## src/rtl/mfrh_pkg.sv

```systemverilog
// ----------------------------------------------------------------------------
// mfrh_pkg: shared types and constants
// Geometry limits, register indexes and the job record that travels from the
// front end through the job queue to the median engine.
// ----------------------------------------------------------------------------
package mfrh_pkg;

    localparam int MAX_WIDTH  = 1024;
    localparam int MAX_HEIGHT = 4096;
    localparam int MAX_RADIUS = 7;
    localparam int NUM_BINS   = 256;
    localparam int ROW_SLOTS  = 2 * MAX_RADIUS + 1;

    localparam int COL_W   = $clog2(MAX_WIDTH);
    localparam int ROW_W   = $clog2(MAX_HEIGHT);
    localparam int SLOT_W  = $clog2(ROW_SLOTS);
    localparam int SPAN_W  = $clog2(2 * MAX_RADIUS + 1);
    localparam int RAD_W   = 3;
    localparam int FW_W    = 11;
    localparam int FH_W    = 13;
    localparam int CFG_W   = 13;
    localparam int CIDX_W  = 2;
    localparam int BIN_W   = $clog2(NUM_BINS);
    localparam int CNT_W   = 8;
    localparam int PIX_W   = 24;
    localparam int LS_DEPTH = ROW_SLOTS * MAX_WIDTH;
    localparam int LS_AW   = $clog2(LS_DEPTH);

    localparam logic [CIDX_W-1:0] REG_FRAME_WIDTH   = 2'd0;
    localparam logic [CIDX_W-1:0] REG_FRAME_HEIGHT  = 2'd1;
    localparam logic [CIDX_W-1:0] REG_WINDOW_RADIUS = 2'd2;

    typedef struct packed {
        logic [PIX_W-1:0]  pix;
        logic              valid;
        logic [ROW_W-1:0]  center_row;
        logic [COL_W-1:0]  center_col;
        logic              last;
        logic [SLOT_W-1:0] slot;
        logic [SLOT_W-1:0] top_slot;
        logic [COL_W-1:0]  col;
        logic [SPAN_W-1:0] span;
    } job_t;

endpackage

```

## src/rtl/mfrh_fifo.sv

```systemverilog
// ----------------------------------------------------------------------------
// mfrh_fifo: two-entry job queue
// Decouples the front end from the median engine.
// ----------------------------------------------------------------------------
module mfrh_fifo (
    input  logic           clk,
    input  logic           rst_n,
    input  logic           push,
    input  mfrh_pkg::job_t push_job,
    input  logic           pop,
    output mfrh_pkg::job_t head,
    output logic           full,
    output logic           empty
);
    import mfrh_pkg::*;

    job_t       entry_reg [2];
    logic       wr_ptr_reg;
    logic       rd_ptr_reg;
    logic [1:0] count_reg;

    assign head  = entry_reg[rd_ptr_reg];
    assign full  = (count_reg == 2'd2);
    assign empty = (count_reg == 2'd0);

    always_ff @(posedge clk)
    begin
        if (push)
            entry_reg[wr_ptr_reg] <= push_job;
    end

    always_ff @(posedge clk or negedge rst_n)
    begin
        if (!rst_n)
        begin
            wr_ptr_reg <= 1'b0;
            rd_ptr_reg <= 1'b0;
            count_reg  <= 2'd0;
        end
        else
        begin
            if (push)
                wr_ptr_reg <= ~wr_ptr_reg;
            if (pop)
                rd_ptr_reg <= ~rd_ptr_reg;
            if (push && !pop)
                count_reg <= count_reg + 2'd1;
            else if (pop && !push)
                count_reg <= count_reg - 2'd1;
        end
    end

endmodule

```

## config.mk

```make
export PLATFORM = sky130hd
export DESIGN_NAME = mfrh_fifo
export DESIGN_NICKNAME = d
export VERILOG_FILES = /design/src/rtl/mfrh_pkg.sv /design/src/rtl/mfrh_fifo.sv
export SDC_FILE = /design/constraint.sdc
export NUM_CORES = 1
export LEC_CHECK = 0
export BUFFER_PORTS_ARGS = -buffer_cell sky130_fd_sc_hd__buf_2
export CAP_MARGIN = 20
export CORE_UTILIZATION = 45
export DETAILED_ROUTE_END_ITERATION = 6
export PLACE_DENSITY = 0.81
export SYNTH_ARGS = -nofsm -noshare
export SYNTH_HDL_FRONTEND = slang
export SYNTH_SLANG_ARGS = --single-unit
```

## constraint.sdc

```tcl
create_clock -name clk -period 12.1 [get_ports clk]
set_input_delay 0.605 -clock clk [delete_from_list [all_inputs] [get_ports clk]]
set_output_delay 0.605 -clock clk [all_outputs]
set_load 0.005 [all_outputs]
```

Yosys cells after proc, flatten, opt, wreduce, memory -nomap -nowiden
Memory sizes are Yosys's and may differ from the RTL's.
Cells that the tools add are included.
{ "totals": {"output_inout_bits": 72, "word_cells": 19, "mem_count": 1, "ram_bits": 140, "input_bits": 74, "register_bits": 4} }
{ "memory_table": {"columns": ["name", "words", "word_bits", "read_ports", "rd_ports_with_merged_regs", "write_ports", "line_no", "text"], "rows": [
  ["entry_reg", 2, 70, 1, 0, 1, "mfrh_fifo.sv:17", "job_t entry_reg [2];"]
]} }
{ "op_classes": {"n_reduce_logical": 6, "addsub": 2, "bitwise_logic": 2, "n_eq_ne": 1, "mux": 4} }
{ "ops": {"columns": ["cell", "count"], "rows": [
  ["2-bit two-way mux", 2],
  ["2-bit by 1-bit adder with 2-bit output (second input constant)", 1],
  ["2-bit == test (second input constant)", 1],
  ["1-bit logical AND", 2],
  ["1-bit zero test", 2],
  ["2-bit zero test", 1],
  ["1-bit two-way mux", 2],
  ["1-bit inverter", 2],
  ["2-bit nonzero test", 1],
  ["2-bit by 1-bit subtractor with 2-bit output (second input constant)", 1]
]} }

Logic depth before layout (Yosys ltp)
Gate-level depths: netlist (run 1).
{ "logic_depth": {"word_depth": 4, "mapped_depth": 5, "ltp_nobuf": 5} }

Worst setup path after synthesis (run 1)
OpenSTA, ideal clock, no wires.
{ "synth_timing": {"kind": "input to register", "from": "input push", "to": "memory entry_reg[0][0] (netlist name) (enable)", "stages": 1, "n_path_buf": 0, "arrival_ns": 3.676, "setup_slack_ns": 7.917, "path_cell_list": "nor2b_1"} }
{ "synth_via": {"elab_chain_cells": 2} }
{ "synth_lines": {"columns": ["item", "line_no", "text"], "rows": [
  ["start: declaration", "mfrh_fifo.sv:8", "input logic push,"],
  ["1-bit two-way mux", "mfrh_fifo.sv:28", "if (push)"],
  ["1-bit two-way mux (implied by the code)", "mfrh_fifo.sv:29", "entry_reg[wr_ptr_reg] <= push_job;"],
  ["end: declaration", "mfrh_fifo.sv:17", null]
]} }
Every way passes these cells.

==> results of run 1 <==
worst max-delay path, stage by stage, from the launching register on:
cell	delay, ns
dfrtp_4	0.87
buf_4	0.64
mux2_2	0.41
buf_2	0.13
power by group through the flow:
| stage | sequential (uW) | combinational (uW) | clock [uW] |
|---|---|---|---|
| after floorplan | 700 | 355 | 0 |
| after global placement | 730 | 425 | 0 |
| after detailed placement | 739 | 429 | 0 |
| after CTS | 728 | 431 | 570 |
| after global routing | 736 | 453 | 591 |
| final | 726 | 421 | 560 |
cell usage in the layout, fill, tap and decap left out:
cell             n
dlygate4sd3_1    1
nor2b_4          1
inv_6            1
xor2_1           4
buf_4            2
dfrtp_4          1
bufinv_16        5
nor2_1           2
buf_2          145
mux2_4          69
inv_1            1
xnor2_1          1
clkinv_2         2
and2_4           1
mux2_2           1
nor2b_1          1
dfrtp_1          3
edfxtp_1       140
ha_1             1
clkinvlp_4       6
clkbuf_1         1
clkbuf_16       17
through the flow:
stage	area, um2	utilization, %
after floorplan	5590	-
after global placement	6400	53.1
after detailed placement	6400	53.1
after CTS	7060	58.5
after global routing	7060	58.5
final	7060	58.5
cells in the mapped netlist, drive strengths merged:
| cell type | instances |
|---|---|
| dfrtp | 4 |
| ha | 1 |
| xnor2 | 1 |
| mux2 | 70 |
| xor2 | 4 |
| inv | 1 |
| edfxtp | 140 |
| nor2b | 2 |
| and2 | 1 |
| buf | 8 |
| nor2 | 2 |
cell families after synthesis:
kind of cell | after synthesis | share of synthesized area, %
xor+xnor | 5 | 0.783
fa+ha+maj | 1 | 0.224
buf+inv | 9 | 2.78
flops | 144 | 77.0
mux | 70 | 18.7
simple gates | 5 | 0.470
area by class of cell:
| class | count | area [um2] |
|---|---|---|
| Clock buffer | 18 | 429 |
| Clock inverter | 14 | 214 |
| Fill cell | 897 | 5010 |
| Inverter | 1 | 3.75 |
| Multi-Input combinational cell | 81 | 1140 |
| Sequential cell | 144 | 4310 |
| Tap cell | 168 | 210 |
| Timing Repair Buffer | 148 | 751 |
worst paths after layout:
kind / endpoint / slack, ns / cells past startpoint
hold reg to reg: count_reg[1]$_DFFE_PN0P_ / 0.49 / 1
setup / recovery: head[62] / 8.94 / 3
setup reg to reg: rd_ptr_reg$_DFFE_PN0P_ / 10.22 / 2
hold / removal: entry_reg[0][58]$_DFFE_PP_ / 0.38 / 1
min in group asynchronous: wr_ptr_reg$_DFFE_PN0P_ / 0.53 / 2
max in group asynchronous: rd_ptr_reg$_DFFE_PN0P_ / 11.43 / 2
per-layer routing:
layer | share of wire (%) | vias to the layer above | global-route usage [%]
met3 | 5.5 | 10 | 5.21
li1 | - | 1247 | -
met4 | 1.5 | 0 | 7.37
met5 | 0 | - | 0
met1 | 41 | 1319 | 15.7
met2 | 52 | 90 | 26.1
==> impl_metrics.csv, run 1 <==
group,metric,value,unit
run_status,status,"finished, final reports clean",
clocking,post_cts_buffers,0,
critical_path,crit_path_end_kind,"output port",
place,post-place-ws,9.37,ns
place,gp_congestion,0.651,
route,drc,0,
floorplan,start_util,46.3,%
timing,rsz0062_at_grt,"no",
min_path,min-delay-start,"push_job[58]",
yosys,netlist_area,5590,um2
clocking,clkLatencyLatePin,0.41,ns
yosys,ys_seq_elements,144,
timing,slew_headroom,35.0,%
yosys,yosys-top-cells-area,"edfxtp_1 (75%), mux2_4 (19%), buf_12 (2.5%), dfrtp_1 (1.8%), xor2_1 (0.63%)",
floorplan,rows,40,
yosys,syn_inst,234,
timing,finalMaxSlewViolations,0,
yosys,synth.distinct_cells,13,
route,viasPerCell,4.64,
route,dr.pass1.iters,4,
yosys,synth.top_cell.area_share,75.2,%
route,routedWlPerCell,15.7,um
global_routing,grt_pass1_wl,13800,um
final_layout,largest_register_ffs,140,
power,intPower,1280,uW
global_routing,grt_use_total,14.8,%
power,switching_power,426,uW
yosys,yosysWarningCount,0,
yosys,ys_seq_area_share,77.0,%
floorplan,die-width,113,um
timing,finalSetupTns,0,ns
timing,setup_viol,0,
final_layout,area_delta_synth_final,26.2,%
power,power.leakage,0.00286,uW
place,port_buffers,145,
timing,post-route-period-util,26.1,%
route,vias,2666,
clocking,root_buffer,"clkbuf_16",
global_routing,grt_overflow,0,
timing,skew,0.00953,ns
floorplan,fp.coreArea,12100,um2
yosys,syn_avg_cell_area,23.9,um2
floorplan,die_h,113,um
route,drt.antenna.violating_nets,0,
timing,hold_violations,0,
yosys,syn_nets,309,
critical_path,worstSetupPathType,"reg -> out",
power,vdd_ir_drop_max,0.139,mV
clocking,ctsLongestPathBuffers,2,
route,totalWireLength,9040,um
critical_path,critPathLaunch,"rd_ptr_reg$_DFFE_PN0P_",
floorplan,die_area,12900,um2
global_routing,grt_antenna_before_repair,0,
clocking,path_clk_slew,0.06,ns
clocking,cts_max_level,4,
power,power_frac_seq,42.5,%
clocking,postCtsResizedCells,0,
global_routing,grt_pass1_vias,2802,
power,switching_share,24.9,%
critical_path,arrival,2.56,ns
power,power_frac_comb,24.7,%
place,dp.cells,541,
power,power,1710,uW
timing,fmax,316,MHz
global_routing,grt_max_degree,71,
place,hpwl,5770,um
timing,period_minus_slack,3.16,ns
critical_path,required,11.49,ns
power,pwr-share-clk,32.8,%
final_layout,fin_cells,574,
critical_path,cp-start-kind,"register",
clocking,hold_buffers,1,
final_layout,drive_above_1_share,61.8,%
final_layout,antenna_cells,0,
final_layout,nets,468,
timing,holdWs,0.379,ns
timing,worst_slack,8.94,ns
critical_path,path_max_fanout,37,
clocking,tritoncts,"yes",
min_path,hold_path_class,"in -> reg",
clocking,cts_made_buffers,17,
power,pwr_density_cell,242,nW/um2
floorplan,io_pins,146,
clocking,clkSinkCount,144,
flow_run,drv_cap,0,
timing,worst_slew_pin_slew,0.975,ns
critical_path,reg2reg_from,"rd_ptr_reg$_DFFE_PN0P_",
route,drt-initial-drc-count,171,
yosys,yosys.area.top_type,"edfxtp_1",
(Power assumes the default switching activity.)
==> run 2, diff against run 1 <==
Settings changed: PLACE_DENSITY 0.81 to 0.83.
Clock period 12.1 ns to 2.7 ns, I/O delays scaled along.
==> run 2 against run 1 <==
  * Worst hold slack got worse by 0.33 ns
  * Combinational power rose to 4.9 times the previous value
  * Via count is 11% higher
  * Non-clock buffer count rose by 75
  * Sequential power grew to 4.4 times the previous value
  * Wire length increased by 14%
  * Utilization increased by 6.3 points
  * Die area unchanged
  * Design area is 11% higher
  * Global-route usage is 2.0 points higher
  * Critical path depth stayed put
==> impl_metrics.csv, run 2 (synthesized netlist as in run 1, its figures left out) <==
group,metric,value,unit
route,drc,0,
power,power,7820,uW
clocking,ctsLongestPathBuffers,2,
flow_run,drv_cap,0,
critical_path,slowest_delay,0.79,ns
global_routing,grt_max_degree,47,
clocking,clkLatencyLatePin,0.42,ns
final_layout,largest_register_ffs,140,
power,power.leakage,0.00320,uW
final_layout,area_delta_synth_final,39.8,%
route,dr.pass1.iters,4,
final_layout,drive_above_1_share,52.2,%
timing,rsz0062_at_grt,"no",
timing,finalSetupTns,0,ns
final_layout,final_util,64.8,%
critical_path,slowest_stage,"dfrtp_4",
clocking,tritoncts,"yes",
critical_path,reg2reg_from,"wr_ptr_reg$_DFFE_PN0P_",
critical_path,crit_path_end_kind,"output port",
floorplan,fp.coreArea,12100,um2
route,routedWlPerCell,15.9,um
timing,period_minus_slack,2.23,ns
run_status,status,"finished, final reports clean",
timing,hold_violations,0,
route,drt-initial-drc-count,126,
critical_path,worstSetupPathType,"reg -> out",
timing,worst_slew_pin_slew,0.641,ns
clocking,post_cts_buffers,0,
final_layout,multi_input_area,1140,um2
timing,setup_viol,0,
final_layout,nFillCells,849,
global_routing,grt_pass1_vias,3157,
power,pwr_density_cell,1000,nW/um2
final_layout,final_common_cell,"buf_2",
final_layout,final_cell_mix,"buf_2 (145), edfxtp_1 (140), dlygate4sd3_1 (73)",
route,drt.antenna.violating_nets,0,
clocking,clkSinkCount,144,
critical_path,path_cells,"buf_12, mux2_4, buf_2",
global_routing,grt_pass1_wl,15800,um
clocking,cts_max_level,4,
floorplan,start_util,46.3,%
timing,skew,0.0175,ns
floorplan,die_h,113,um
timing,worst_slack,0.470,ns
floorplan,die_area,12900,um2
clocking,path_clk_slew,0.06,ns
clocking,root_buffer,"clkbuf_16",
global_routing,grt_use_total,16.8,%
critical_path,required,2.57,ns
floorplan,rows,40,
route,viasPerCell,4.54,
timing,post-route-period-util,82.6,%
critical_path,arrival,2.10,ns
critical_path,critPathLaunch,"rd_ptr_reg$_DFFE_PN0P_",
floorplan,die-width,113,um
final_layout,antenna_cells,0,
route,vias,2949,
floorplan,io_pins,146,
global_routing,grt_antenna_before_repair,0,
global_routing,grt_overflow,0,
timing,fmax,448,MHz
place,gp_congestion,0.655,
power,vdd_ir_drop_max,0.676,mV
final_layout,regArea,4310,um2
final_layout,nets,543,
timing,slew_headroom,57.3,%
place,post-place-ws,0.897,ns
clocking,cts_made_buffers,17,
place,port_buffers,145,
critical_path,path_max_fanout,43,
min_path,hold_path_class,"in -> async",
critical_path,cp-start-kind,"register",
timing,finalMaxSlewViolations,0,
critical_path,r2r_slack,1.13,ns
route,totalWireLength,10300,um
## run 2: changes by cell type in the layout (fill, tap and decap cells not counted)
| cell | change |
|---|---|
| clkinv_2 | +2 |
| buf_4 | +2 |
| clkinv_1 | +3 |
| inv_6 | -1 |
| buf_12 | +1 |
| dlygate4sd3_1 | +72 |
| bufinv_16 | +1 |
| clkinvlp_4 | -5 |
## run 2: final cells by class
class                      instances  area share [%]
tap                              168            2.69
sequential                       144            55.1
timing repair buffer             223            19.3
clock buffer                      18            5.49
clock inverter                    14            2.80
inverter                           1          0.0480
multi-input combinational         81            14.6
## run 2: per-stage QoR
step,cell area (um2),hold WS (ns),cells
floorplan,5590,-0.161,234
global placement,6440,-0.0567,544
detailed placement,6440,-0.0567,544
CTS,7820,0.0339,649
global route,7820,0.0368,649
finish,7820,0.0456,649
## run 2: worst max-delay path, delay by kind of cell, from the launching register on
kind | cells | cell delay (ns)
flops | 1 | 0.79
mux | 1 | 0.35
buf+inv | 2 | 0.50
## run 2: repair_timing
item	CTS	global route
endpoints found under the hold margin	146	0
setup endpoints to repair	0	0
resized for setup	0	0
hold buffers	73	0
## run 2: path summary, 6_finish.rpt
path,end,depth (start not counted)
max in group asynchronous,rd_ptr_reg$_DFFE_PN0P_,2
hold / removal,count_reg[0]$_DFFE_PN0P_,2
hold reg to reg,count_reg[1]$_DFFE_PN0P_,1
min in group clk,entry_reg[0][4]$_DFFE_PP_,2
setup / recovery,head[63],3
setup reg to reg,entry_reg[1][47]$_DFFE_PP_,2
## run 2: power breakdown
part	switching, uW	total (uW)	internal [uW]
Clock	835	2550	1710
Sequential	247	3220	2970
Combinational	829	2050	1220
Total	1910	7820	5910
## run 2: routing by layer
metal / global-route usage [%] / routed length [um] / part of all wire, % / up-vias
met3: 4.94 / 440 / 4.3 / 15
li1: - / - / - / 1390
met4: 7.46 / 155 / 1.5 / 0
met5: 0 / 0 / 0 / -
met1: 18.8 / 4220 / 41 / 1446
met2: 29.8 / 5500 / 53 / 98
