==> config.mk <==
export PLATFORM = sky130hd
export DESIGN_NAME = mfrh_front
export DESIGN_NICKNAME = d
export VERILOG_FILES = /design/src/rtl/mfrh_pkg.sv /design/src/rtl/mfrh_front.sv
export SDC_FILE = /design/constraint.sdc
export NUM_CORES = 1
export LEC_CHECK = 0
export BUFFER_PORTS_ARGS = -buffer_cell sky130_fd_sc_hd__buf_2
export CAP_MARGIN = 30
export CORE_MARGIN = 5
export CORE_UTILIZATION = 34
export CTS_CLUSTER_DIAMETER = 80
export DETAILED_ROUTE_END_ITERATION = 8
export PLACE_DENSITY = 0.58
export REMOVE_ABC_BUFFERS = 1
export SLEW_MARGIN = 20
export SYNTH_ARGS = -nofsm -noshare
export SYNTH_HDL_FRONTEND = slang
export SYNTH_SLANG_ARGS = --single-unit
==> constraint.sdc <==
create_clock -name clk -period 4.33 [get_ports clk]
set_input_delay 0.2165 -clock clk [delete_from_list [all_inputs] [get_ports clk]]
set_output_delay 0.2165 -clock clk [all_outputs]
set_load 0.05 [all_outputs]
==> src/rtl/mfrh_pkg.sv <==
// ----------------------------------------------------------------------------
// mfrh_pkg: shared types and constants
// Geometry limits, register indexes and the job record that travels from the
// front end through the job queue to the median engine.
// ----------------------------------------------------------------------------
package mfrh_pkg;

    localparam int MAX_WIDTH  = 1024;
    localparam int MAX_HEIGHT = 4096;
    localparam int MAX_RADIUS = 7;
    localparam int NUM_BINS   = 256;
    localparam int ROW_SLOTS  = 2 * MAX_RADIUS + 1;

    localparam int COL_W   = $clog2(MAX_WIDTH);
    localparam int ROW_W   = $clog2(MAX_HEIGHT);
    localparam int SLOT_W  = $clog2(ROW_SLOTS);
    localparam int SPAN_W  = $clog2(2 * MAX_RADIUS + 1);
    localparam int RAD_W   = 3;
    localparam int FW_W    = 11;
    localparam int FH_W    = 13;
    localparam int CFG_W   = 13;
    localparam int CIDX_W  = 2;
    localparam int BIN_W   = $clog2(NUM_BINS);
    localparam int CNT_W   = 8;
    localparam int PIX_W   = 24;
    localparam int LS_DEPTH = ROW_SLOTS * MAX_WIDTH;
    localparam int LS_AW   = $clog2(LS_DEPTH);

    localparam logic [CIDX_W-1:0] REG_FRAME_WIDTH   = 2'd0;
    localparam logic [CIDX_W-1:0] REG_FRAME_HEIGHT  = 2'd1;
    localparam logic [CIDX_W-1:0] REG_WINDOW_RADIUS = 2'd2;

    typedef struct packed {
        logic [PIX_W-1:0]  pix;
        logic              valid;
        logic [ROW_W-1:0]  center_row;
        logic [COL_W-1:0]  center_col;
        logic              last;
        logic [SLOT_W-1:0] slot;
        logic [SLOT_W-1:0] top_slot;
        logic [COL_W-1:0]  col;
        logic [SPAN_W-1:0] span;
    } job_t;

endpackage

==> src/rtl/mfrh_front.sv <==
// ----------------------------------------------------------------------------
// mfrh_front: configuration and raster classification
// Holds the geometry registers and the raster counters, and turns each
// incoming pixel into a job record for the median engine.
// ----------------------------------------------------------------------------
module mfrh_front (
    input  logic                          clk,
    input  logic                          rst_n,
    input  logic                          cfg_we,
    input  logic [mfrh_pkg::CIDX_W-1:0]   cfg_index,
    input  logic [mfrh_pkg::CFG_W-1:0]    cfg_data,
    input  logic                          accept,
    input  logic [7:0]                    pix_red,
    input  logic [7:0]                    pix_green,
    input  logic [7:0]                    pix_blue,
    output mfrh_pkg::job_t                job
);
    import mfrh_pkg::*;

    logic [FW_W-1:0]   frame_width_reg;
    logic [FH_W-1:0]   frame_height_reg;
    logic [RAD_W-1:0]  window_radius_reg;
    logic [ROW_W-1:0]  row_reg;
    logic [COL_W-1:0]  col_reg;
    logic [SLOT_W-1:0] slot_reg;

    logic [FW_W-1:0]   w_eff;
    logic [FH_W-1:0]   h_eff;
    logic [SPAN_W-1:0] span;
    logic              row_end;
    logic              last;
    logic              valid;

    always_comb
    begin
        if (frame_width_reg == '0)
            w_eff = FW_W'(1);
        else if (frame_width_reg > FW_W'(MAX_WIDTH))
            w_eff = FW_W'(MAX_WIDTH);
        else
            w_eff = frame_width_reg;
        if (frame_height_reg == '0)
            h_eff = FH_W'(1);
        else if (frame_height_reg > FH_W'(MAX_HEIGHT))
            h_eff = FH_W'(MAX_HEIGHT);
        else
            h_eff = frame_height_reg;
        span    = SPAN_W'({window_radius_reg, 1'b0});
        row_end = (FW_W'(col_reg) + FW_W'(1)) >= w_eff;
        last    = row_end && ((FH_W'(row_reg) + FH_W'(1)) >= h_eff);
        valid   = (row_reg >= ROW_W'(span)) && (col_reg >= COL_W'(span));

        job.pix        = {pix_red, pix_green, pix_blue};
        job.valid      = valid;
        job.center_row = valid ? row_reg - ROW_W'(window_radius_reg) : '0;
        job.center_col = valid ? col_reg - COL_W'(window_radius_reg) : '0;
        job.last       = last;
        job.slot       = slot_reg;
        job.col        = col_reg;
        job.span       = span;
        if (slot_reg >= SLOT_W'(span))
            job.top_slot = slot_reg - SLOT_W'(span);
        else
            job.top_slot = slot_reg + SLOT_W'(ROW_SLOTS) - SLOT_W'(span);
    end

    always_ff @(posedge clk or negedge rst_n)
    begin
        if (!rst_n)
        begin
            frame_width_reg   <= FW_W'(640);
            frame_height_reg  <= FH_W'(480);
            window_radius_reg <= RAD_W'(1);
            row_reg           <= '0;
            col_reg           <= '0;
            slot_reg          <= '0;
        end
        else
        begin
            if (cfg_we)
            begin
                case (cfg_index)
                    REG_FRAME_WIDTH:   frame_width_reg   <= cfg_data[FW_W-1:0];
                    REG_FRAME_HEIGHT:  frame_height_reg  <= cfg_data[FH_W-1:0];
                    REG_WINDOW_RADIUS: window_radius_reg <= cfg_data[RAD_W-1:0];
                    default: ;
                endcase
            end
            if (accept)
            begin
                if (row_end)
                begin
                    col_reg <= '0;
                    if (last)
                    begin
                        row_reg  <= '0;
                        slot_reg <= '0;
                    end
                    else
                    begin
                        row_reg  <= row_reg + ROW_W'(1);
                        slot_reg <= (slot_reg == SLOT_W'(ROW_SLOTS - 1)) ? '0
                                    : slot_reg + SLOT_W'(1);
                    end
                end
                else
                begin
                    col_reg <= col_reg + COL_W'(1);
                end
            end
        end
    end

endmodule

Word-level counts from Yosys, hierarchy flattened
Index checks and enable logic that the tools add are counted.

Bits in registers: 53. Logic and storage cells: 46. Input port bits: 43. Output and inout port bits: 70.

Muxes and demuxes: 11. Eq/ne operators: 3. Order comparisons: 7. $add $sub $neg: 10. Reduce and logical (&&, ||, !) cells: 9.

Operators with widths (number): 13-bit 2-to-1 mux (2); 12-bit 2-to-1 mux (2); 11-bit 2-to-1 mux (2); 10-bit 2-to-1 mux (2); 12-bit by 1-bit adder with 13-bit output (second input constant) (1); 13-bit greater-or-equal comparator (1); 13-bit greater-than comparator (second input constant) (1); 13-bit zero test (1); 12-bit by 1-bit adder with 12-bit output (second input constant) (1); 12-bit by 4-bit greater-or-equal comparator with 1-bit output (1); 4-bit 2-to-1 mux (3); 12-bit by 3-bit subtractor with 12-bit output (1); 10-bit by 1-bit adder with 11-bit output (second input constant) (1); 11-bit greater-or-equal comparator (1); 11-bit greater-than comparator (second input constant) (1); 11-bit zero test (1); 10-bit by 1-bit adder with 10-bit output (second input constant) (1); 10-bit by 4-bit greater-or-equal comparator with 1-bit output (1); 10-bit by 3-bit subtractor with 10-bit output (1); 2-bit AND reduction (4); 4-bit subtractor (2); 4-bit by 1-bit adder with 4-bit output (second input constant) (1); 4-bit adder (second input constant) (1); 4-bit == test (second input constant) (1); 5 further kinds (6).

Longest topological paths before layout
Gate-level depths: netlist (run 1).

Depth after elaboration: 6. Mapped depth: 16. Gate-level depth less buffers: 13.

Worst setup path before layout (run 1)
Ideal clock, no wire load.

Path type: register -> output. From: register window_radius_reg[0]. To: output job[17] (netlist name). Path slack: 1.052 ns. Arrival time: 3.061 ns. Cell stages (with the launch flop): 9. Required time: 4.113 ns. Cell sequence: dfstp_2 -> inv_1 -> ha_1 -> ha_1 -> nand2b_1 -> a21o_1 -> a21oi_1 -> mux2i_1 -> xor2_1.

RTL lines: from (decl) (line mfrh_front.sv:22) `logic [RAD_W-1:0] window_radius_reg;`; from (signal assigned) (line mfrh_front.sv:85) `REG_WINDOW_RADIUS: window_radius_reg <= cfg_data[RAD_W-1:0];`; to (decl) (line mfrh_front.sv:16) `output mfrh_pkg::job_t job`.

Worst setup path in the final report (run 1)
From: register row_reg[1]. To: register row_reg[0].

Cells in the longest elaborated chain, start to end: 4.

Ends and longest elaborated chain: from (decl) (line mfrh_front.sv:23) `logic [ROW_W-1:0] row_reg;`; from (signal assigned) (line mfrh_front.sv:101) `row_reg <= row_reg + ROW_W'(1);`; 12-bit by 1-bit adder with 13-bit output (line mfrh_front.sv:50) `last = row_end && ((FH_W'(row_reg) + FH_W'(1)) >= h_eff);`; 13-bit greater-or-equal comparator (line mfrh_front.sv:50); 1-bit logical AND (line mfrh_front.sv:50); 12-bit 2-to-1 mux (line mfrh_front.sv:94) `if (last)`.

Every way passes these cells. A chain may end at the register's enable or synchronous reset.

==> results of run 1 <==
==> worst max path at each step <==
stage	from	to	cells past startpoint
after detailed placement	row_reg[1]$_DFFE_PN0P_	row_reg[0]$_DFFE_PN0P_	12
after floorplan	col_reg[1]$_DFFE_PN0P_	job[22]	11
final	row_reg[1]$_DFFE_PN0P_	row_reg[0]$_DFFE_PN0P_	12
after CTS	row_reg[1]$_DFFE_PN0P_	row_reg[0]$_DFFE_PN0P_	12
after global placement	row_reg[1]$_DFFE_PN0P_	row_reg[0]$_DFFE_PN0P_	12
after global routing	row_reg[1]$_DFFE_PN0P_	row_reg[0]$_DFFE_PN0P_	12
==> layer usage <==
metal	GRT usage	up-vias	wire length, um
li1	-	1659	-
met1	0.204	1597	5200
met2	0.216	86	4490
met3	0.0403	7	648
met4	0.0311	0	110
met5	0	-	0
==> worst reg2reg max path, delay by kind of cell, from the launching register on <==
kind,cells,cell delay (ns)
simple gates,6,1.83
compound gates,2,0.44
fa+ha+maj,2,0.54
flops,1,0.50
xor+xnor,1,0.17
mux,1,0.29
==> cell type report <==
class                      instances  area [um^2]
timing repair buffer              65          330
clock inverter                     3         28.8
fill                            1312         7910
clock buffer                       5          125
tap                              172          215
inverter                          25         93.8
sequential                        53         1340
multi-input combinational        348         2580
==> stage by stage <==
stage	instances	hold slack (ns)	worst slack [ns]	instance area (um^2)
floorplan	426	-0.0791	0.940	4010
global placement	663	0.375	0.779	4560
detailed placement	663	0.385	0.565	4560
CTS	671	0.0651	0.527	4710
global route	671	0.106	0.233	4710
finish	671	0.0291	0.520	4710
==> cells in the mapped netlist, drive strengths merged, types with 7 or more instances <==
library cell  instances
ha                   45
dfrtp                46
mux2                 27
and3                  8
o21ai                21
a22o                 10
dfstp                 7
nor4                  8
nand3                17
inv                  25
nor2                 36
clkbuf                7
buf                  43
nand2                49
a21oi                19
nor2b                 9
xnor2                25
xor2                 11
nor3                  7
==> kinds of logic (layout without fill, tap and decap cells) <==
logic type               count (synthesis)  in the layout  synth area share
AO/OA/AOI/OAI                           76             76             0.113
XOR/XNOR                                36             36            0.0737
adder cells (fa/ha/maj)                 49             49             0.147
buffers and inverters                   75             98             0.105
flip-flops                              53             53             0.305
multiplexers                            31             31            0.0785
other                                    1              1          0.000856
AND/OR/NAND/NOR                        155            155             0.177
==> results.py, run 1 <==
metrics = {
    "global_route": {
        "antenna_found_initial": 0,
        "grt_pass1_wl_mm": 17.2,
        "first_global_vias": 3318,
        "grt_max_degree": 54,
        "gr-total-overflow": 0,
        "track_usage": 0.143,
    },
    "worst_setup_path": {
        "path_buf_inv": 0,
        "slowest_stage": "nor2_1",
        "crit_chain": "ha_1, and3_1, and3_1, and3_1, xor2_2, ha_1, and4_1, o211a_1, a21oi_2, nand2_2, nor2_1, mux2_2",
        "startpoint_type": "register",
        "worstSetupEndpointType": "register",
        "path_delay_family": "simple AND/OR/NAND/NOR gates",
        "worstPathRequired_ns": 4.57,
        "arrival_ns": 4.05,
        "rrSetupSlack_ns": 0.52,
        "path_max_fanout": 12,
        "slowest_delay_ns": 0.71,
        "path_common_cell": "and3_1",
        "r2r_start": "row_reg[1]$_DFFE_PN0P_",
        "r2r_end": "row_reg[0]$_DFFE_PN0P_",
        "ff2ff_path_depth": 12,
        "critPathKind": "register to register",
    },
    "sta": {
        "rsz0062_at_grt": "false",
        "skew_ns": 0.00460,
        "max-slew-margin-rel": 0.416,
        "layout_min_cycle_time_ns": 3.81,
        "hold_viol": 0,
        "slew_violations": 0,
        "clock.fmax_mhz": 262,
        "setup-violations-final": 0,
        "worstMarginPinSlew_ns": 0.873,
        "finalCritPeriodShare": 0.880,
        "tns_ns": 0,
    },
    "logic_synthesis": {
        "synth_ff_type": "dfrtp_1",
        "yosys_register_bits": 53,
        "yosys.area.top_type": "dfrtp_1",
        "syn-cell-area_um2": 4380,
        "ys_seq_area_frac": 0.305,
        "synth_top_area_frac": 0.263,
        "yosysWarnings": 0,
        "syn_avg_cell_area_um2": 9.20,
        "synthTopCellsByArea": "dfrtp_1, ha_1, mux2_2",
        "synth-edff-count": 0,
        "syn_inst": 476,
        "synthArstFlopShare": 1.00,
        "synth.distinct_cells": 56,
    },
    "clocking": {
        "clock_latency_ns": 0.30,
        "cts_resized": 0,
        "cts_tree": "done",
        "post-cts-setup-buffers": 0,
        "clk_path_buf_depth": 2,
        "path_clk_slew_ns": 0.07,
        "cts_sinks": 53,
        "cts_made_buffers": 5,
        "h-tree-depth": 2,
        "cts_root_buffer": "clkbuf_16",
        "ctsHoldBuffers": 0,
    },
    "placement": {
        "gp_congestion": 0.800,
        "place_hpwl_mm": 8.39,
        "port_buffers": 63,
    },
    "route": {
        "via_per_inst": 4.99,
        "num_vias": 3349,
        "initialDrtViolationCount": 165,
        "wl_mm": 10.5,
        "firstDrtPassIters": 4,
        "routedWlPerCell_um": 15.6,
        "drc": 0,
        "antenna_left": 0,
    },
    "layout": {
        "drive_gt1_frac": 0.242,
        "final_common_cell": "buf_2",
        "diodes": 0,
        "final_cell_mix": "buf_2, nand2_1, dfrtp_1",
        "final_util": 0.373,
        "largest_reg_flops": 13,
        "fin_nets": 590,
        "syn_to_final_growth_pct": 7.60,
    },
    "floorplanning": {
        "num_io_pins": 113,
        "die_width_um": 124,
        "die_h_um": 124,
        "core_um2": 12600,
        "dieArea_um2": 15300,
        "num_rows": 41,
        "initial_core_util": 0.347,
    },
    "min_path": {
        "hp-class": "input port to async pin",
    },
    "flow_run": {
        "drv_cap": 0,
    },
    "outcome": {
        "status": "completed",
    },
}
Power of run 1 is not shown: default switching activity piles up to over one toggle a cycle in this logic, so the estimate is an artifact.
==> run 2: changes to the inputs <==
--- a/config.mk
+++ b/config.mk
@@ -7,7 +7,6 @@
 export LEC_CHECK = 0
 export BUFFER_PORTS_ARGS = -buffer_cell sky130_fd_sc_hd__buf_2
 export CAP_MARGIN = 30
-export CORE_MARGIN = 5
 export CORE_UTILIZATION = 34
 export CTS_CLUSTER_DIAMETER = 80
 export DETAILED_ROUTE_END_ITERATION = 8
==> constraint.sdc (replaced) <==
create_clock -name clk -period 3.7 [get_ports clk]
set_input_delay 0.185 -clock clk [delete_from_list [all_inputs] [get_ports clk]]
set_output_delay 0.185 -clock clk [all_outputs]
set_load 0.05 [all_outputs]
==> run 2 against run 1 <==
Against the previous run: non-clock buffer count grew 4; via count grew 1.7%; sequential share of layout area is 0.19 points lower; count of clock-buffer cells in the layout stayed put; worst setup slack worse by 0.28 ns; routed wire length down 2.0%; critical path depth down 1; worst hold slack better by 0.092 ns; first-iteration DRC count rose by 27%; flip-flop and latch count stayed put; die area decreased by 13%; register-to-register slack got worse by 0.28 ns.
==> results.py, run 2 (synthesis results as in run 1) <==
metrics = {
    "outcome": {
        "status": "completed",
    },
    "worst_setup_path": {
        "path_max_fanout": 7,
        "path_common_cell": "and3_1",
        "arrival_ns": 3.28,
        "worstSetupEndpointType": "primary output",
        "path_depth": 11,
        "ff2ff_path_depth": 13,
        "worstPathRequired_ns": 3.51,
        "critPathKind": "register to primary output",
        "startpoint_type": "register",
        "crit_chain": "ha_1, and3_1, and3_1, and3_1, xor2_2, ha_1, and4_1, o211a_1, a21oi_2, a21oi_1, buf_2",
        "slowest_delay_ns": 0.48,
        "slowest_stage": "dfrtp_1",
        "path_delay_family": "simple AND/OR/NAND/NOR gates",
        "path_buf_inv": 1,
    },
    "clocking": {
        "cts_resized": 0,
        "ctsHoldBuffers": 1,
        "clk_path_buf_depth": 2,
        "cts_root_buffer": "clkbuf_16",
        "h-tree-depth": 2,
        "path_clk_slew_ns": 0.08,
        "post-cts-setup-buffers": 0,
        "cts_tree": "done",
        "cts_sinks": 53,
        "clock_latency_ns": 0.29,
        "cts_made_buffers": 5,
    },
    "sta": {
        "layout_min_cycle_time_ns": 3.46,
        "finalCritPeriodShare": 0.936,
        "rsz0062_at_grt": "false",
        "max-slew-margin-rel": 0.444,
        "worstMarginPinSlew_ns": 0.827,
        "clock.fmax_mhz": 289,
        "slew_violations": 0,
        "fin_hold_ws_ns": 0.121,
        "setup-violations-final": 0,
        "skew_ns": 0.00791,
        "tns_ns": 0,
        "hold_viol": 0,
    },
    "global_route": {
        "grt_max_degree": 28,
        "track_usage": 0.159,
        "grt_pass1_wl_mm": 16.5,
        "first_global_vias": 3264,
        "antenna_found_initial": 0,
        "gr-total-overflow": 0,
    },
    "layout": {
        "final_common_cell": "buf_2",
        "fin_nets": 594,
        "final_cell_mix": "buf_2, nand2_1, dfrtp_1",
        "drive_gt1_frac": 0.247,
        "diodes": 0,
        "syn_to_final_growth_pct": 8.34,
        "largest_reg_flops": 13,
    },
    "floorplanning": {
        "die_h_um": 116,
        "core_um2": 12600,
        "dieArea_um2": 13300,
        "die_width_um": 116,
        "num_rows": 41,
        "initial_core_util": 0.349,
        "num_io_pins": 113,
    },
    "placement": {
        "port_buffers": 63,
        "gp_congestion": 0.807,
        "place_hpwl_mm": 8.14,
    },
    "route": {
        "routedWlPerCell_um": 15.2,
        "antenna_left": 0,
        "num_vias": 3407,
        "drc": 0,
        "initialDrtViolationCount": 210,
        "via_per_inst": 5.05,
        "firstDrtPassIters": 4,
        "wl_mm": 10.3,
    },
    "flow_run": {
        "drv_cap": 0,
    },
    "min_path": {
        "hp-class": "input port to register",
        "min_path_cells": 3,
    },
}
-- run 2: worst register-to-register path, cell delays in order, from the launching register on --
cell and delay [ns]:
dfrtp_1 0.48, ha_1 0.28, and3_1 0.21, and3_1 0.29, and3_1 0.24, xor2_2 0.19, ha_1 0.26, and4_1 0.19
o211a_1 0.12, a21oi_2 0.29, nand2_2 0.17, nor2_1 0.29, buf_4 0.22, mux2_2 0.16
-- run 2: metrics by stage --
stage	util	cells	instance area (um^2)	setup slack, ns
4_1_cts	0.378	675	4750	0.237
3_3_place_gp	0.365	666	4580	0.464
6_report	0.378	675	4750	0.238
3_5_place_dp	0.365	666	4580	0.288
5_1_grt	0.378	675	4750	0.0169
2_1_floorplan	-	426	4010	0.341
-- run 2: final cells by class --
cell class / count / area [um^2]
inverter: 25 / 93.8
tap: 172 / 215
clock inverter: 3 / 28.8
sequential: 53 / 1340
timing repair buffer: 69 / 363
clock buffer: 5 / 125
multi-input combinational: 348 / 2580
fill: 1268 / 7820
-- run 2: path summary, 6_finish.rpt --
| check | from | to | slack (ns) |
|---|---|---|---|
| worst min-delay path | cfg_data[10] | frame_width_reg[10]$_DFFE_PN0P_ | 0.12 |
| worst max-delay path | row_reg[1]$_DFFE_PN0P_ | job[22] | 0.24 |
| max in group asynchronous | rst_n | frame_height_reg[5]$_DFFE_PN1P_ | 2.44 |
| worst max register to register | row_reg[1]$_DFFE_PN0P_ | row_reg[0]$_DFFE_PN0P_ | 0.24 |
| min in group asynchronous | rst_n | col_reg[6]$_DFFE_PN0P_ | 0.44 |
| worst min register to register | frame_height_reg[0]$_DFFE_PN0P_ | frame_height_reg[0]$_DFFE_PN0P_ | 0.52 |
-- run 2: routing by layer --
layer / routed length, um / share of wire / GRT usage / vias to the layer above
li1: - / - / - / 1668
met5: 0 / 0 / 0 / -
met2: 4800 / 0.47 / 0.255 / 77
met3: 499 / 0.049 / 0.0392 / 10
met4: 114 / 0.011 / 0.0390 / 0
met1: 4840 / 0.47 / 0.213 / 1652
Power of run 2 is left out for the same reason.
==> run 3: changes to the inputs <==
--- a/config.mk
+++ b/config.mk
@@ -5,6 +5,7 @@
 export SDC_FILE = /design/constraint.sdc
 export NUM_CORES = 1
 export LEC_CHECK = 0
+export ABC_AREA = 1
 export BUFFER_PORTS_ARGS = -buffer_cell sky130_fd_sc_hd__buf_2
 export CAP_MARGIN = 30
 export CORE_UTILIZATION = 34
==> run 3 against run 2 <==
Against the previous run: cell area increased by 4.5%; synthesized cell count increased by 30%; non-clock buffer count decreased by 3; flip-flop and latch count unchanged; count of clock-buffer cells in the layout increased by 1; highest routed layer unchanged; critical path depth increased by 5.
==> results.py, run 3 <==
metrics = {
    "outcome": {
        "status": "completed",
    },
    "logic_synthesis": {
        "syn-cell-area_um2": 4540,
        "netlist_top_cells_count": "nand2_1, inv_1, nor2_1",
        "syn_avg_cell_area_um2": 7.35,
        "synth_top_area_frac": 0.253,
        "ys_seq_area_frac": 0.294,
        "yosys.area.top_type": "dfrtp_1",
        "synthArstFlopShare": 1.00,
        "yosysMostFrequentCell": "nand2_1",
        "syn_inst": 618,
        "yosysWarnings": 0,
        "yosys_register_bits": 53,
        "synth_ff_type": "dfrtp_1",
        "synthTopCellsByArea": "dfrtp_1, nand2_1, ha_1",
        "synth.distinct_cells": 38,
        "synth-edff-count": 0,
    },
    "worst_setup_path": {
        "worstPathRequired_ns": 3.51,
        "critPathKind": "register to primary output",
        "startpoint_type": "register",
        "path_max_fanout": 19,
        "arrival_ns": 3.17,
        "worstSetupEndpointType": "primary output",
    },
    "global_route": {
        "track_usage": 0.171,
        "grt_max_degree": 53,
        "grt_pass1_wl_mm": 19.2,
        "antenna_found_initial": 0,
        "first_global_vias": 3847,
        "gr-total-overflow": 0,
    },
    "layout": {
        "syn_to_final_growth_pct": 9.17,
        "fin_nets": 740,
        "largest_reg_flops": 13,
        "final_common_cell": "nand2_1",
        "final_cell_mix": "nand2_1, inv_1, buf_2",
        "diodes": 0,
        "drive_gt1_frac": 0.156,
    },
    "sta": {
        "hold_viol": 0,
        "layout_min_cycle_time_ns": 3.36,
        "max-slew-margin-rel": 0.498,
        "finalCritPeriodShare": 0.907,
        "fin_hold_ws_ns": 0.124,
        "skew_ns": 0.00724,
        "clock.fmax_mhz": 298,
        "rsz0062_at_grt": "false",
        "setup-violations-final": 0,
        "tns_ns": 0,
        "worstMarginPinSlew_ns": 0.751,
        "slew_violations": 0,
    },
    "route": {
        "via_per_inst": 4.88,
        "firstDrtPassIters": 5,
        "drt-met1-wl_mm": 5.62,
        "initialDrtViolationCount": 207,
        "routed-wl-met3_um": 782,
        "wl_mm": 11.7,
        "wl_met2_mm": 5.14,
        "highest_layer": "met4",
        "num_vias": 4007,
        "routedWlPerCell_um": 14.2,
        "drc": 0,
        "antenna_left": 0,
    },
    "placement": {
        "port_buffers": 63,
        "gp_congestion": 0.889,
        "place_hpwl_mm": 9.04,
    },
    "clocking": {
        "cts_root_buffer": "clkbuf_16",
        "cts_made_buffers": 5,
        "post-cts-setup-buffers": 0,
        "path_clk_slew_ns": 0.07,
        "cts_tree": "done",
        "clock_latency_ns": 0.30,
        "clk_path_buf_depth": 2,
        "cts_sinks": 53,
        "h-tree-depth": 2,
    },
    "pwr": {
        "powerDensity_nw_per_um2": 912,
        "max-vdd-ir-drop_v": 0.000357,
        "leakagePower_nw": 2.74,
    },
    "floorplanning": {
        "die_h_um": 118,
        "die_width_um": 118,
        "dieArea_um2": 13800,
        "core_um2": 12800,
        "num_io_pins": 113,
        "num_rows": 41,
        "initial_core_util": 0.354,
    },
    "flow_run": {
        "drv_cap": 0,
    },
    "min_path": {
        "hp-class": "input port to register",
    },
}
-- run 3: metrics by stage --
step / cell area [um^2] / util / setup WS, ns / total power (W) / std cells
after floorplan: 4240 / - / 0.726 / 0.00330 / 575
after global placement: 4780 / 0.373 / 0.803 / 0.00395 / 812
after detailed placement: 4780 / 0.373 / 0.713 / 0.00400 / 812
after CTS: 4960 / 0.387 / 0.365 / 0.00456 / 821
after global routing: 4960 / 0.387 / 0.0897 / 0.00488 / 821
final: 4960 / 0.387 / 0.344 / 0.00452 / 821
-- run 3: final timing paths --
check                      depth (start not counted)                            from                               end  slack, ns
max reg2reg                                       16          col_reg[1]$_DFFE_PN0P_            col_reg[8]$_DFFE_PN0P_       0.74
min                                                2                    cfg_data[11]  frame_height_reg[11]$_DFFE_PN0P_       0.12
min reg2reg                                        2  frame_width_reg[9]$_DFFE_PN1P_    frame_width_reg[9]$_DFFE_PN1P_       0.51
min in group asynchronous                          2                           rst_n            col_reg[9]$_DFFE_PN0P_       0.19
max in group asynchronous                          3                           rst_n   frame_height_reg[9]$_DFFE_PN0P_       2.68
max                                               16          col_reg[1]$_DFFE_PN0P_                           job[22]       0.34
-- run 3: cells by family (layout without fill, tap and decap cells) --
| kind of cell | after synthesis | count (layout) | synth area share |
|---|---|---|---|
| AOI/OAI and AO/OA | 65 | 65 | 0.0791 |
| DFF | 53 | 53 | 0.294 |
| buffers and inverters | 116 | 147 | 0.128 |
| muxes | 1 | 1 | 0.00248 |
| adders and majority gates | 49 | 49 | 0.142 |
| and+or+nand+nor | 301 | 301 | 0.293 |
| other | 1 | 1 | 0.000826 |
| xor gates and xnor gates | 32 | 32 | 0.0617 |
-- run 3: routing by layer --
metal | vias to the layer above | GRT usage
met3 | 7 | 0.0431
met1 | 1859 | 0.240
met4 | 0 | 0.0401
li1 | 2025 | -
met5 | - | 0.00735
met2 | 116 | 0.261
-- run 3: worst max-delay path, cell delays in order (launching register included) --
cell      delay (ns)
dfrtp_1         0.49
ha_1            0.24
nand3_1         0.11
nor2_1          0.16
nand3_1         0.16
o21ai_0         0.21
inv_1           0.08
ha_1            0.32
nand2_1         0.08
nand2_1         0.04
nand2_1         0.05
nand2_1         0.05
nor2_2          0.15
nand3_4         0.25
nand2b_1        0.21
inv_1           0.06
buf_2           0.21
-- run 3: report_power, final --
part | internal, W | switching [W] | total [W]
Combinational | 0.000836 | 0.00223 | 0.00307
Clock | 0.000321 | 0.000224 | 0.000546
Sequential | 0.000705 | 0.000203 | 0.000907
Total | 0.00186 | 0.00266 | 0.00452
-- run 3: layout make-up --
type / count / area, um^2
well taps: 172 / 215
flip-flops and latches: 53 / 1340
clock buffers: 6 / 129
clock inverters: 2 / 38.8
multi-input cells: 449 / 2630
repair buffers: 66 / 340
inverters: 73 / 274
fillers: 1364 / 7870
-- run 3: timing repair --
action / 4_1_cts / 5_1_grt
endpoints found under the hold margin: 1 / 0
resized for setup: 0 / 0
hold buffers: 1 / 0
Note: power is estimated with default switching activity, not from simulation.
